[src/pal_pkg.sv]
// ----------------------------------------------------------------------------
// pal_pkg: shared types and constants for the positional array list
// Sizes of the entry row, operation and status codes, and the control
// struct that the top level broadcasts to every storage cell.
// ----------------------------------------------------------------------------
`default_nettype none

package pal_pkg;

    // Entry row size and derived widths
    localparam int DEPTH   = 16;
    localparam int IDX_W   = $clog2(DEPTH);
    localparam int CNT_W   = $clog2(DEPTH + 1);

    // Fixed field widths of the item ports
    localparam int DATA_W  = 32;
    localparam int KIND_W  = 3;
    localparam int POS_W   = 5;
    localparam int FIDX_W  = 4;
    localparam int COUNT_W = 5;
    localparam int STAT_W  = 2;

    // Common width for comparing positions, indexes and the count
    localparam int CMP_W   = ((POS_W > CNT_W) ? POS_W : CNT_W) + 1;

    typedef enum logic [KIND_W-1:0] {
        KIND_READ   = 3'd0,
        KIND_WRITE  = 3'd1,
        KIND_INSERT = 3'd2,
        KIND_REMOVE = 3'd3,
        KIND_SEARCH = 3'd4
    } kind_t;

    typedef enum logic [STAT_W-1:0] {
        ST_OK    = 2'd0,
        ST_RANGE = 2'd1,
        ST_FULL  = 2'd2
    } status_t;

    // Update command seen by every cell of the row
    typedef struct packed {
        logic                     do_write;
        logic                     do_insert;
        logic                     do_remove;
        logic [POS_W-1:0]         pos;
        logic [CNT_W-1:0]         count;
        logic signed [DATA_W-1:0] value;
    } bcast_t;

endpackage

`default_nettype wire

[src/pal_cell.sv]
// ----------------------------------------------------------------------------
// pal_cell: one storage cell of the entry row
// Holds one entry, loads a new value, takes its left neighbor on an insert
// or its right neighbor on a remove, and flags a search match.
// ----------------------------------------------------------------------------
`default_nettype none

module pal_cell (
    input  wire logic                             clk,
    input  wire logic [pal_pkg::IDX_W-1:0]        idx,
    input  wire pal_pkg::bcast_t                  bc,
    input  wire logic signed [pal_pkg::DATA_W-1:0] left_data,
    input  wire logic signed [pal_pkg::DATA_W-1:0] right_data,
    output logic signed [pal_pkg::DATA_W-1:0]     data,
    output logic                                  match
);
    import pal_pkg::*;

    logic signed [DATA_W-1:0] data_reg;
    logic signed [DATA_W-1:0] data_next;
    logic [CMP_W-1:0]         idx_c;
    logic [CMP_W-1:0]         nxt_c;
    logic [CMP_W-1:0]         pos_c;
    logic [CMP_W-1:0]         cnt_c;

    assign idx_c = CMP_W'(idx);
    assign nxt_c = CMP_W'(idx) + CMP_W'(1);
    assign pos_c = CMP_W'(bc.pos);
    assign cnt_c = CMP_W'(bc.count);

    // Pick the next entry value
    always_comb
    begin
        data_next = data_reg;
        if (bc.do_write && (idx_c == pos_c))
        begin
            data_next = bc.value;
        end
        else if (bc.do_insert)
        begin
            if (idx_c == pos_c)
            begin
                data_next = bc.value;
            end
            else if ((idx_c > pos_c) && (idx_c <= cnt_c))
            begin
                data_next = left_data;
            end
        end
        else if (bc.do_remove && (idx_c >= pos_c) && (nxt_c < cnt_c))
        begin
            data_next = right_data;
        end
    end

    // Hold the entry
    always_ff @(posedge clk)
    begin
        data_reg <= data_next;
    end

    // Flag a match only on an occupied entry
    assign match = (idx_c < cnt_c) && (data_reg == bc.value);
    assign data  = data_reg;

endmodule

`default_nettype wire

[src/pal_search.sv]
// ----------------------------------------------------------------------------
// pal_search: lowest-position match encoder
// Turns the match flags of the cell row into a hit flag and the index of
// the lowest matching cell.
// ----------------------------------------------------------------------------
`default_nettype none

module pal_search (
    input  wire logic [pal_pkg::DEPTH-1:0]  match,
    output logic                            hit,
    output logic [pal_pkg::IDX_W-1:0]       hit_idx
);
    import pal_pkg::*;

    // Scan from the top so the lowest match wins
    always_comb
    begin
        hit     = 1'b0;
        hit_idx = '0;
        for (int i = DEPTH - 1; i >= 0; i--)
        begin
            if (match[i])
            begin
                hit     = 1'b1;
                hit_idx = IDX_W'(i);
            end
        end
    end

endmodule

`default_nettype wire

[src/positional_array_list.sv]
// Result: registered into the output register in the cycle after its item
//   is accepted.
// Throughput: one item per cycle while each result is taken; the cell row
//   updates and compares all entries on accept; one output register sets the pace.
// Reset: clears the entry count and the result valid flag; entry storage and
//   the result payload are not cleared, and only entries below the count are read.
// ----------------------------------------------------------------------------
// positional_array_list: ordered list with insert, remove and search
// A row of storage cells holds the entries; insert and remove shift the row
// in one step, search compares every cell at once.
// ----------------------------------------------------------------------------
`default_nettype none

module positional_array_list (
    input  wire logic                                 clk,
    input  wire logic                                 rst_n,
    input  wire logic                                 in_valid,
    output logic                                      in_ready,
    input  wire logic [pal_pkg::KIND_W-1:0]           kind,
    input  wire logic [pal_pkg::POS_W-1:0]            position,
    input  wire logic signed [pal_pkg::DATA_W-1:0]    value,
    output logic                                      out_valid,
    input  wire logic                                 out_ready,
    output logic signed [pal_pkg::DATA_W-1:0]         read_value,
    output logic                                      found,
    output logic [pal_pkg::FIDX_W-1:0]                found_index,
    output logic [pal_pkg::COUNT_W-1:0]               count,
    output logic [pal_pkg::STAT_W-1:0]                status
);
    import pal_pkg::*;

    logic                     accept;
    logic [CNT_W-1:0]         count_reg;
    logic [CNT_W-1:0]         count_next;
    logic                     pos_lt;
    logic                     pos_le;
    logic                     is_full;
    bcast_t                   bc;
    logic signed [DATA_W-1:0] cell_data [DEPTH];
    logic [DEPTH-1:0]         cell_match;
    logic                     hit;
    logic [IDX_W-1:0]         hit_idx;

    logic signed [DATA_W-1:0] res_rd;
    logic                     res_hit;
    logic [IDX_W-1:0]         res_idx;
    status_t                  res_status;

    logic                     out_valid_reg;
    logic signed [DATA_W-1:0] rd_reg;
    logic                     found_reg;
    logic [FIDX_W-1:0]        fidx_reg;
    logic [COUNT_W-1:0]       count_out_reg;
    status_t                  status_reg;

    assign in_ready = !out_valid_reg || out_ready;
    assign accept   = in_valid && in_ready;

    assign pos_lt  = CMP_W'(position) <  CMP_W'(count_reg);
    assign pos_le  = CMP_W'(position) <= CMP_W'(count_reg);
    assign is_full = count_reg == CNT_W'(DEPTH);

    // Decode the operation and check the position
    always_comb
    begin
        res_rd       = '0;
        res_hit      = 1'b0;
        res_idx      = '0;
        res_status   = ST_OK;
        count_next   = count_reg;
        bc.do_write  = 1'b0;
        bc.do_insert = 1'b0;
        bc.do_remove = 1'b0;
        bc.pos       = position;
        bc.count     = count_reg;
        bc.value     = value;
        unique case (kind)
            KIND_READ:
            begin
                if (pos_lt)
                begin
                    res_rd = cell_data[position[IDX_W-1:0]];
                end
                else
                begin
                    res_status = ST_RANGE;
                end
            end
            KIND_WRITE:
            begin
                if (pos_lt)
                begin
                    bc.do_write = accept;
                end
                else
                begin
                    res_status = ST_RANGE;
                end
            end
            KIND_INSERT:
            begin
                if (!pos_le)
                begin
                    res_status = ST_RANGE;
                end
                else if (is_full)
                begin
                    res_status = ST_FULL;
                end
                else
                begin
                    bc.do_insert = accept;
                    count_next   = count_reg + CNT_W'(1);
                end
            end
            KIND_REMOVE:
            begin
                if (pos_lt)
                begin
                    bc.do_remove = accept;
                    count_next   = count_reg - CNT_W'(1);
                end
                else
                begin
                    res_status = ST_RANGE;
                end
            end
            KIND_SEARCH:
            begin
                res_hit = hit;
                res_idx = hit_idx;
            end
            default:
            begin
                res_status = ST_OK;
            end
        endcase
    end

    // Row of storage cells
    for (genvar i = 0; i < DEPTH; i++)
    begin : g_cell
        logic signed [DATA_W-1:0] left_d;
        logic signed [DATA_W-1:0] right_d;

        if (i == 0)
        begin : g_first
            assign left_d = '0;
        end
        else
        begin : g_left
            assign left_d = cell_data[i-1];
        end

        if (i == DEPTH - 1)
        begin : g_last
            assign right_d = '0;
        end
        else
        begin : g_right
            assign right_d = cell_data[i+1];
        end

        pal_cell u_cell (
            .clk        (clk),
            .idx        (IDX_W'(i)),
            .bc         (bc),
            .left_data  (left_d),
            .right_data (right_d),
            .data       (cell_data[i]),
            .match      (cell_match[i])
        );
    end

    pal_search u_search (
        .match   (cell_match),
        .hit     (hit),
        .hit_idx (hit_idx)
    );

    // Advance the entry count
    always_ff @(posedge clk or negedge rst_n)
    begin
        if (!rst_n)
        begin
            count_reg <= '0;
        end
        else if (accept)
        begin
            count_reg <= count_next;
        end
    end

    // Hold the result until it is taken
    always_ff @(posedge clk or negedge rst_n)
    begin
        if (!rst_n)
        begin
            out_valid_reg <= 1'b0;
        end
        else if (accept)
        begin
            out_valid_reg <= 1'b1;
        end
        else if (out_ready)
        begin
            out_valid_reg <= 1'b0;
        end
    end

    always_ff @(posedge clk)
    begin
        if (accept)
        begin
            rd_reg        <= res_rd;
            found_reg     <= res_hit;
            fidx_reg      <= FIDX_W'(res_idx);
            count_out_reg <= COUNT_W'(count_next);
            status_reg    <= res_status;
        end
    end

    assign out_valid   = out_valid_reg;
    assign read_value  = rd_reg;
    assign found       = found_reg;
    assign found_index = fidx_reg;
    assign count       = count_out_reg;
    assign status      = status_reg;

    // Count never exceeds the row size
    a_count_bound: assert property (@(posedge clk) disable iff (!rst_n)
        count_reg <= CNT_W'(DEPTH))
        else $error("entry count above row size");

    // A good insert grows the list by one
    a_insert_grow: assert property (@(posedge clk) disable iff (!rst_n)
        (accept && (kind == KIND_INSERT) && (res_status == ST_OK))
        |=> (count_reg == $past(count_reg) + CNT_W'(1)))
        else $error("insert did not grow the list");

    // A full report comes only with a full list
    a_full_count: assert property (@(posedge clk) disable iff (!rst_n)
        (out_valid_reg && (status_reg == ST_FULL))
        |-> (count_out_reg == COUNT_W'(DEPTH)))
        else $error("full status with room left");

    // A search hit lies inside the list
    a_hit_inside: assert property (@(posedge clk) disable iff (!rst_n)
        (out_valid_reg && found_reg)
        |-> ((COUNT_W'(fidx_reg) < count_out_reg) && (status_reg == ST_OK)))
        else $error("search hit outside the list");

endmodule

`default_nettype wire
[config.mk]
export PLATFORM = sky130hd
export DESIGN_NAME = positional_array_list
export DESIGN_NICKNAME = d
export VERILOG_FILES = /design/src/pal_pkg.sv /design/src/pal_cell.sv /design/src/pal_search.sv /design/src/positional_array_list.sv
export SDC_FILE = /design/constraint.sdc
export NUM_CORES = 2
export LEC_CHECK = 0
export BUFFER_PORTS_ARGS = -buffer_cell sky130_fd_sc_hd__buf_2
export CAP_MARGIN = 20
export CORE_UTILIZATION = 59
export DETAILED_ROUTE_END_ITERATION = 16
export MAX_ROUTING_LAYER = met4
export PLACE_DENSITY = 0.79
export SKIP_CTS_REPAIR_TIMING = 1
export SYNTH_ARGS = -nofsm -noshare
export SYNTH_HDL_FRONTEND = slang
export SYNTH_HIERARCHICAL = 1
export SYNTH_SLANG_ARGS = --single-unit
[constraint.sdc]
create_clock -name clk -period 8.1 [get_ports clk]
set_clock_uncertainty 0.15 [all_clocks]
set_input_delay 1.215 -clock clk [delete_from_list [all_inputs] [get_ports clk]]
set_output_delay 1.215 -clock clk [all_outputs]
set_load 0.1 [all_outputs]
After elaboration in Yosys (flattened, before gate mapping)
Index checks and enable logic that the tools add are counted.

cells by class
  add/sub/neg operators = 2
  $lt $le $gt $ge = 68
  equal/unequal tests = 52
  multiplexer cells = 130
  bitwise logic cells = 2
  reductions and logical operators = 124

operators by type and width
  kind                  count
  $mux W32              82
  $eq A32 B32 Y1        16
  $bmux W32 S4          1
  $logic_and A1 B1 Y1   81
  $ne A4 B1 Y1 const B  16
  $reduce_bool A3 Y1    16
  $eq A4 B5 Y1 const A  8
  $ge A4 B5 Y1 const A  8
  $gt A4 B5 Y1 const A  8
  $le A4 B5 Y1 const A  8
  $lt A4 B5 Y1 const A  8
  $reduce_and A2 Y1     17
  $mux W4               8
  $mux W1               26
  $eq A3 B5 Y1 const A  4
  $ge A3 B5 Y1 const A  4
  $gt A3 B5 Y1 const A  4
  $le A3 B5 Y1 const A  4
  $lt A3 B5 Y1 const A  4
  $mux W5               3
  $mux W3               4
  $eq A2 B5 Y1 const A  2
  $ge A1 B5 Y1 const A  2
  $ge A2 B5 Y1 const A  2
  31 further kinds      42

word-level totals
  flip-flop bits (word level) = 562
  input bits = 44
  output and inout port bits = 46
  word-level logic and storage cells = 404

Depth between registers and ports, before layout
  depth in word-level cells = 18
  gate-level depth with buffers = 15
  mapped depth without buffers = 11

Cells and area by module
The synthesis kept the hierarchy.

modules (own cells, without submodules)
  module                           instances  cells an instance  area an instance (um2)  sequential area each (um2)
  pal_cell (g_cell[2].u_cell ...)  8          230                2660.1                  960.9
  pal_cell (g_cell[0].u_cell ...)  8          230                2509.9                  960.9
  positional_array_list            1          470                6857.8                  1471.4
  pal_search                       1          33                 178.9                   0.0

Worst setup path before layout
Ideal clock, no wire load.

  path type = input-to-reg
  from = input position[0] in the netlist's numbering
  to = register g_cell[2].u_cell.data_reg[0] (enable)
  setup time = 0.400 ns
  arrival time = 7.849 ns
  required time = 7.550 ns
  path slack = -0.298 ns
  stages on the path = 14
  path buffers = 5
  cells stage by stage = buf_6 > buf_6 > buf_4 > inv_1 > ha_1 > nor2b_4 > o31a_2 > o21ai_0 > nand2_1 > nor3_1 > a21oi_4 > buf_12 > buf_12 > a2bb2oi_2

RTL lines
  item                    line                         source
  start: declaration      positional_array_list.sv:20  input wire logic [pal_pkg::POS_W-1:0] position,
  end signal: assignment  pal_cell.sv:59               data_reg <= data_next;
  end: declaration        pal_cell.sv:19               logic signed [DATA_W-1:0] data_reg;

==> impl_results.md <==
- Status: complete, but fails checks
- Failing checks: design-rule violations
- Sequential fraction of the synthesis area: 0.348
- Sw Pwr: between 2000 and 3000 µW
- GR Overflow Total: 0
- Dpl ws: ~2200 ps
- Initial antenna violation count: 5
- Row count: ~100
- R2R Setup Slk: around 3200 ps
- WP buf/inv: 5
- Ys flop type: edfxtp_1
- Total Wirelength: 125000 µm
- Design area: 51600 µm²
- Family with the most delay on the worst path: buffers and inverters
- Critical path class: input port to flop
- Chip height: ~290 µm
- Critical Path, Cell by Cell: buf_6 > ha_1 > nor2b_4 > o31a_2 > o21ai_0 > nand2_1 > nor3_4 > buf_4 > buf_4 > a31oi_4 > buf_4 > a22oi_2 > buf_4
- Slowest cell on crit path: buf_6
- Fin cells: 5626
- CTS Buf Count: 67
- Critical path launch point type: input port
- Peak supply drop: 0.150 mV
- GRT Util Overall: 0.308
- Clock power share: 0.339
- Sequential fraction of design power: 0.386
- DP Area: 49500 µm²
- Routability Congestion: 0.935
- Largest net degree at the start of global routing: 74
- CP max FO: between 70 and 80
- Synthesized instance count: between 4k and 5k
- Worst EP arrival: 5430 ps
- RSZ-0062 raised after global routing: false
- Wire length of the first global-routing pass: about 190000 µm
- R2R cell count: 14
- R2R Path End: g_cell[10].u_cell/data[21]
- Initial core utilization: 0.599
- CTS sink cnt: 562
- Clock latency on the worst-skew pair: between 600 and 700 ps
- CTS tree: built
- Vias per cell: 6.06
- Internal: 5810 µW
- CP Capture Type: flop
- Ports: 90
- Number of synthesized flops with an enable pin: 556
- Yosys reg bits: 562
- DRC Markers: 4
- Hold WC Path Type: input port to asynchronous set/reset pin
- Synth-to-layout area growth: 6.59%
- Vias in the first global route: 31.6k
- Syn Area/Cell: 11.6 µm²
- Max FFs per register: approximately 510
- Worst-path clk slew: around 70 ps
- Setup TNS: 0 ps
- Worst setup margin: 2790 ps
- Worst-Margin Slew: ~1100 ps
- Clock root cell: clkbuf_16
- HPWL after detailed placement: 95000 µm
- Layout cell share with drive strength beyond 1: 0.252
- Pleak: 0.0211 µW
- P per Cell Area: 168 nW/µm²
- WL/cell: about 22 µm
- TritonRoute pass-1 iters: 12
- Dpl cells: between 5k and 6k
- Setup violators final: 0
- CTS H-tree depth: 3
- Gate power share: 0.276
- Initial DRC Count: 3735
- Min cycle time layout: between 5000 and 6000 ps
- Max_cap viols: 0
- RR Startpoint: count_reg[1]
- Net Sw Frac: 0.328
- Final worst-path cycle share: 0.656
- Unique masters post-synth: 75
- Post-route ant nets: 0
- Longest Clk Path Bufs: 3
- Hold Fails Final Rpt: 0
- Die Wd: 288 µm
- Mapped cell area: about 48000 µm²
- DIE AREA: between 80000 and 90000 µm²
- Port buffer count: ~90
- Rel. slew slack: 0.261
- Final #Nets: roughly 4.8k
- Synth Warn #: 6
- Synth async-reset ratio: 0.0107
- Via count: roughly 34k
- Fin. max-slew vios: 0
- CP most frequent cell: buf_4
- Core area: approximately 80000 µm²
- Fmax: ~0.19 GHz
- CP max stage delay: around 520 ps
- Final hold slack: ~250 ps
- WP data required: a little over 8000 ps
[cells in the mapped netlist (19+ instances only)]
cell	count	area, µm²
edfxtp_1	556	16700
mux2i_1	545	5460
o21ai_2	416	3640
nand2_2	280	1750
xnor2_1	274	2400
xor2_1	272	2380
nand2_1	267	1000
ha_1	231	2890
inv_1	142	533
nand4_1	109	682
o21ai_1	96	480
mux4_2	83	1870
nor2_1	81	304
nor4_1	81	507
nor2b_1	59	369
a211oi_1	50	375
o21ai_0	50	250
buf_12	48	961
mux4_1	45	1180
buf_6	39	439
a211oi_2	30	375
buf_4	30	225
and3_1	27	169
buf_8	27	405
clkbuf_4	24	180
clkbuf_1	19	71.3
nand3_1	19	95.1
[cell type report]
cell class	count	area, µm²
Sequential cell	562	16800
Timing Repair Buffer	149	933
Fill cell	6278	29200
Clock inverter	34	307
Inverter	142	533
Antenna cell	3	7.51
Multi-Input combinational cell	3592	29900
Tap cell	1060	1330
Clock buffer	84	1760
[layer usage]
layer  up-vias  share of wire  wire length [µm]  track usage
met3       182           0.10             12500       0.0550
li1      16000              -                 -            -
met1     16300           0.43             53500        0.435
met2      1602           0.44             54400        0.448
met4         0          0.034              4180       0.0989
met5         -              0                 0            -
[power by group through the flow]
| stage | registers (µW) | logic [µW] | clock network (µW) |
|---|---|---|---|
| 2_1_floorplan | 3580 | 1610 | 0 |
| 3_3_place_gp | 3390 | 2270 | 0 |
| 3_5_place_dp | 3400 | 2350 | 0 |
| 4_1_cts | 3340 | 2370 | 2950 |
| 5_1_grt | 3340 | 2660 | 3040 |
| 6_report | 3340 | 2390 | 2930 |
[per-stage QoR]
| step | total power, µW | utilization |
|---|---|---|
| 6_report | 8660 | 0.638 |
| 5_1_grt | 9050 | 0.638 |
| 4_1_cts | 8650 | 0.638 |
| 3_5_place_dp | 5750 | 0.612 |
| 3_3_place_gp | 5670 | 0.612 |
| 2_1_floorplan | 5190 | - |
[cells by family after synthesis]
family                   share of synthesized area
XOR/XNOR                                    0.0988
other                                     0.000155
AO/OA/AOI/OAI                                0.131
multiplexers                                 0.176
flip-flops                                   0.348
adder cells (fa/ha/maj)                     0.0597
buffers and inverters                       0.0630
AND/OR/NAND/NOR                              0.124
[cell usage in the layout (no fill, tap or decap), types with 83 or more instances in the layout]
| cell | n |
|---|---|
| edfxtp_1 | 556 |
| mux2i_1 | 545 |
| o21ai_2 | 416 |
| conb_1 | 336 |
| nand2_2 | 280 |
| xnor2_1 | 274 |
| xor2_1 | 272 |
| nand2_1 | 267 |
| ha_1 | 231 |
| inv_1 | 141 |
| nand4_1 | 109 |
| o21ai_1 | 96 |
| buf_2 | 85 |
| mux4_2 | 83 |
[how the worst max path moves through the flow]
stage,from,end,slack [ps],cells after the start
6_report,position[1],g_cell[10].u_cell/data[21],2790,13
5_1_grt,position[1],g_cell[10].u_cell/data[21],2540,13
4_1_cts,position[1],g_cell[10].u_cell/data[21],2860,13
3_5_place_dp,position[1],g_cell[10].u_cell/data[13],2220,13
3_3_place_gp,position[1],g_cell[10].u_cell/data[13],2340,13
2_1_floorplan,out_ready,g_cell[0].u_cell/data[0],690,7
No activity file was read; power rests on OpenSTA's default activity.
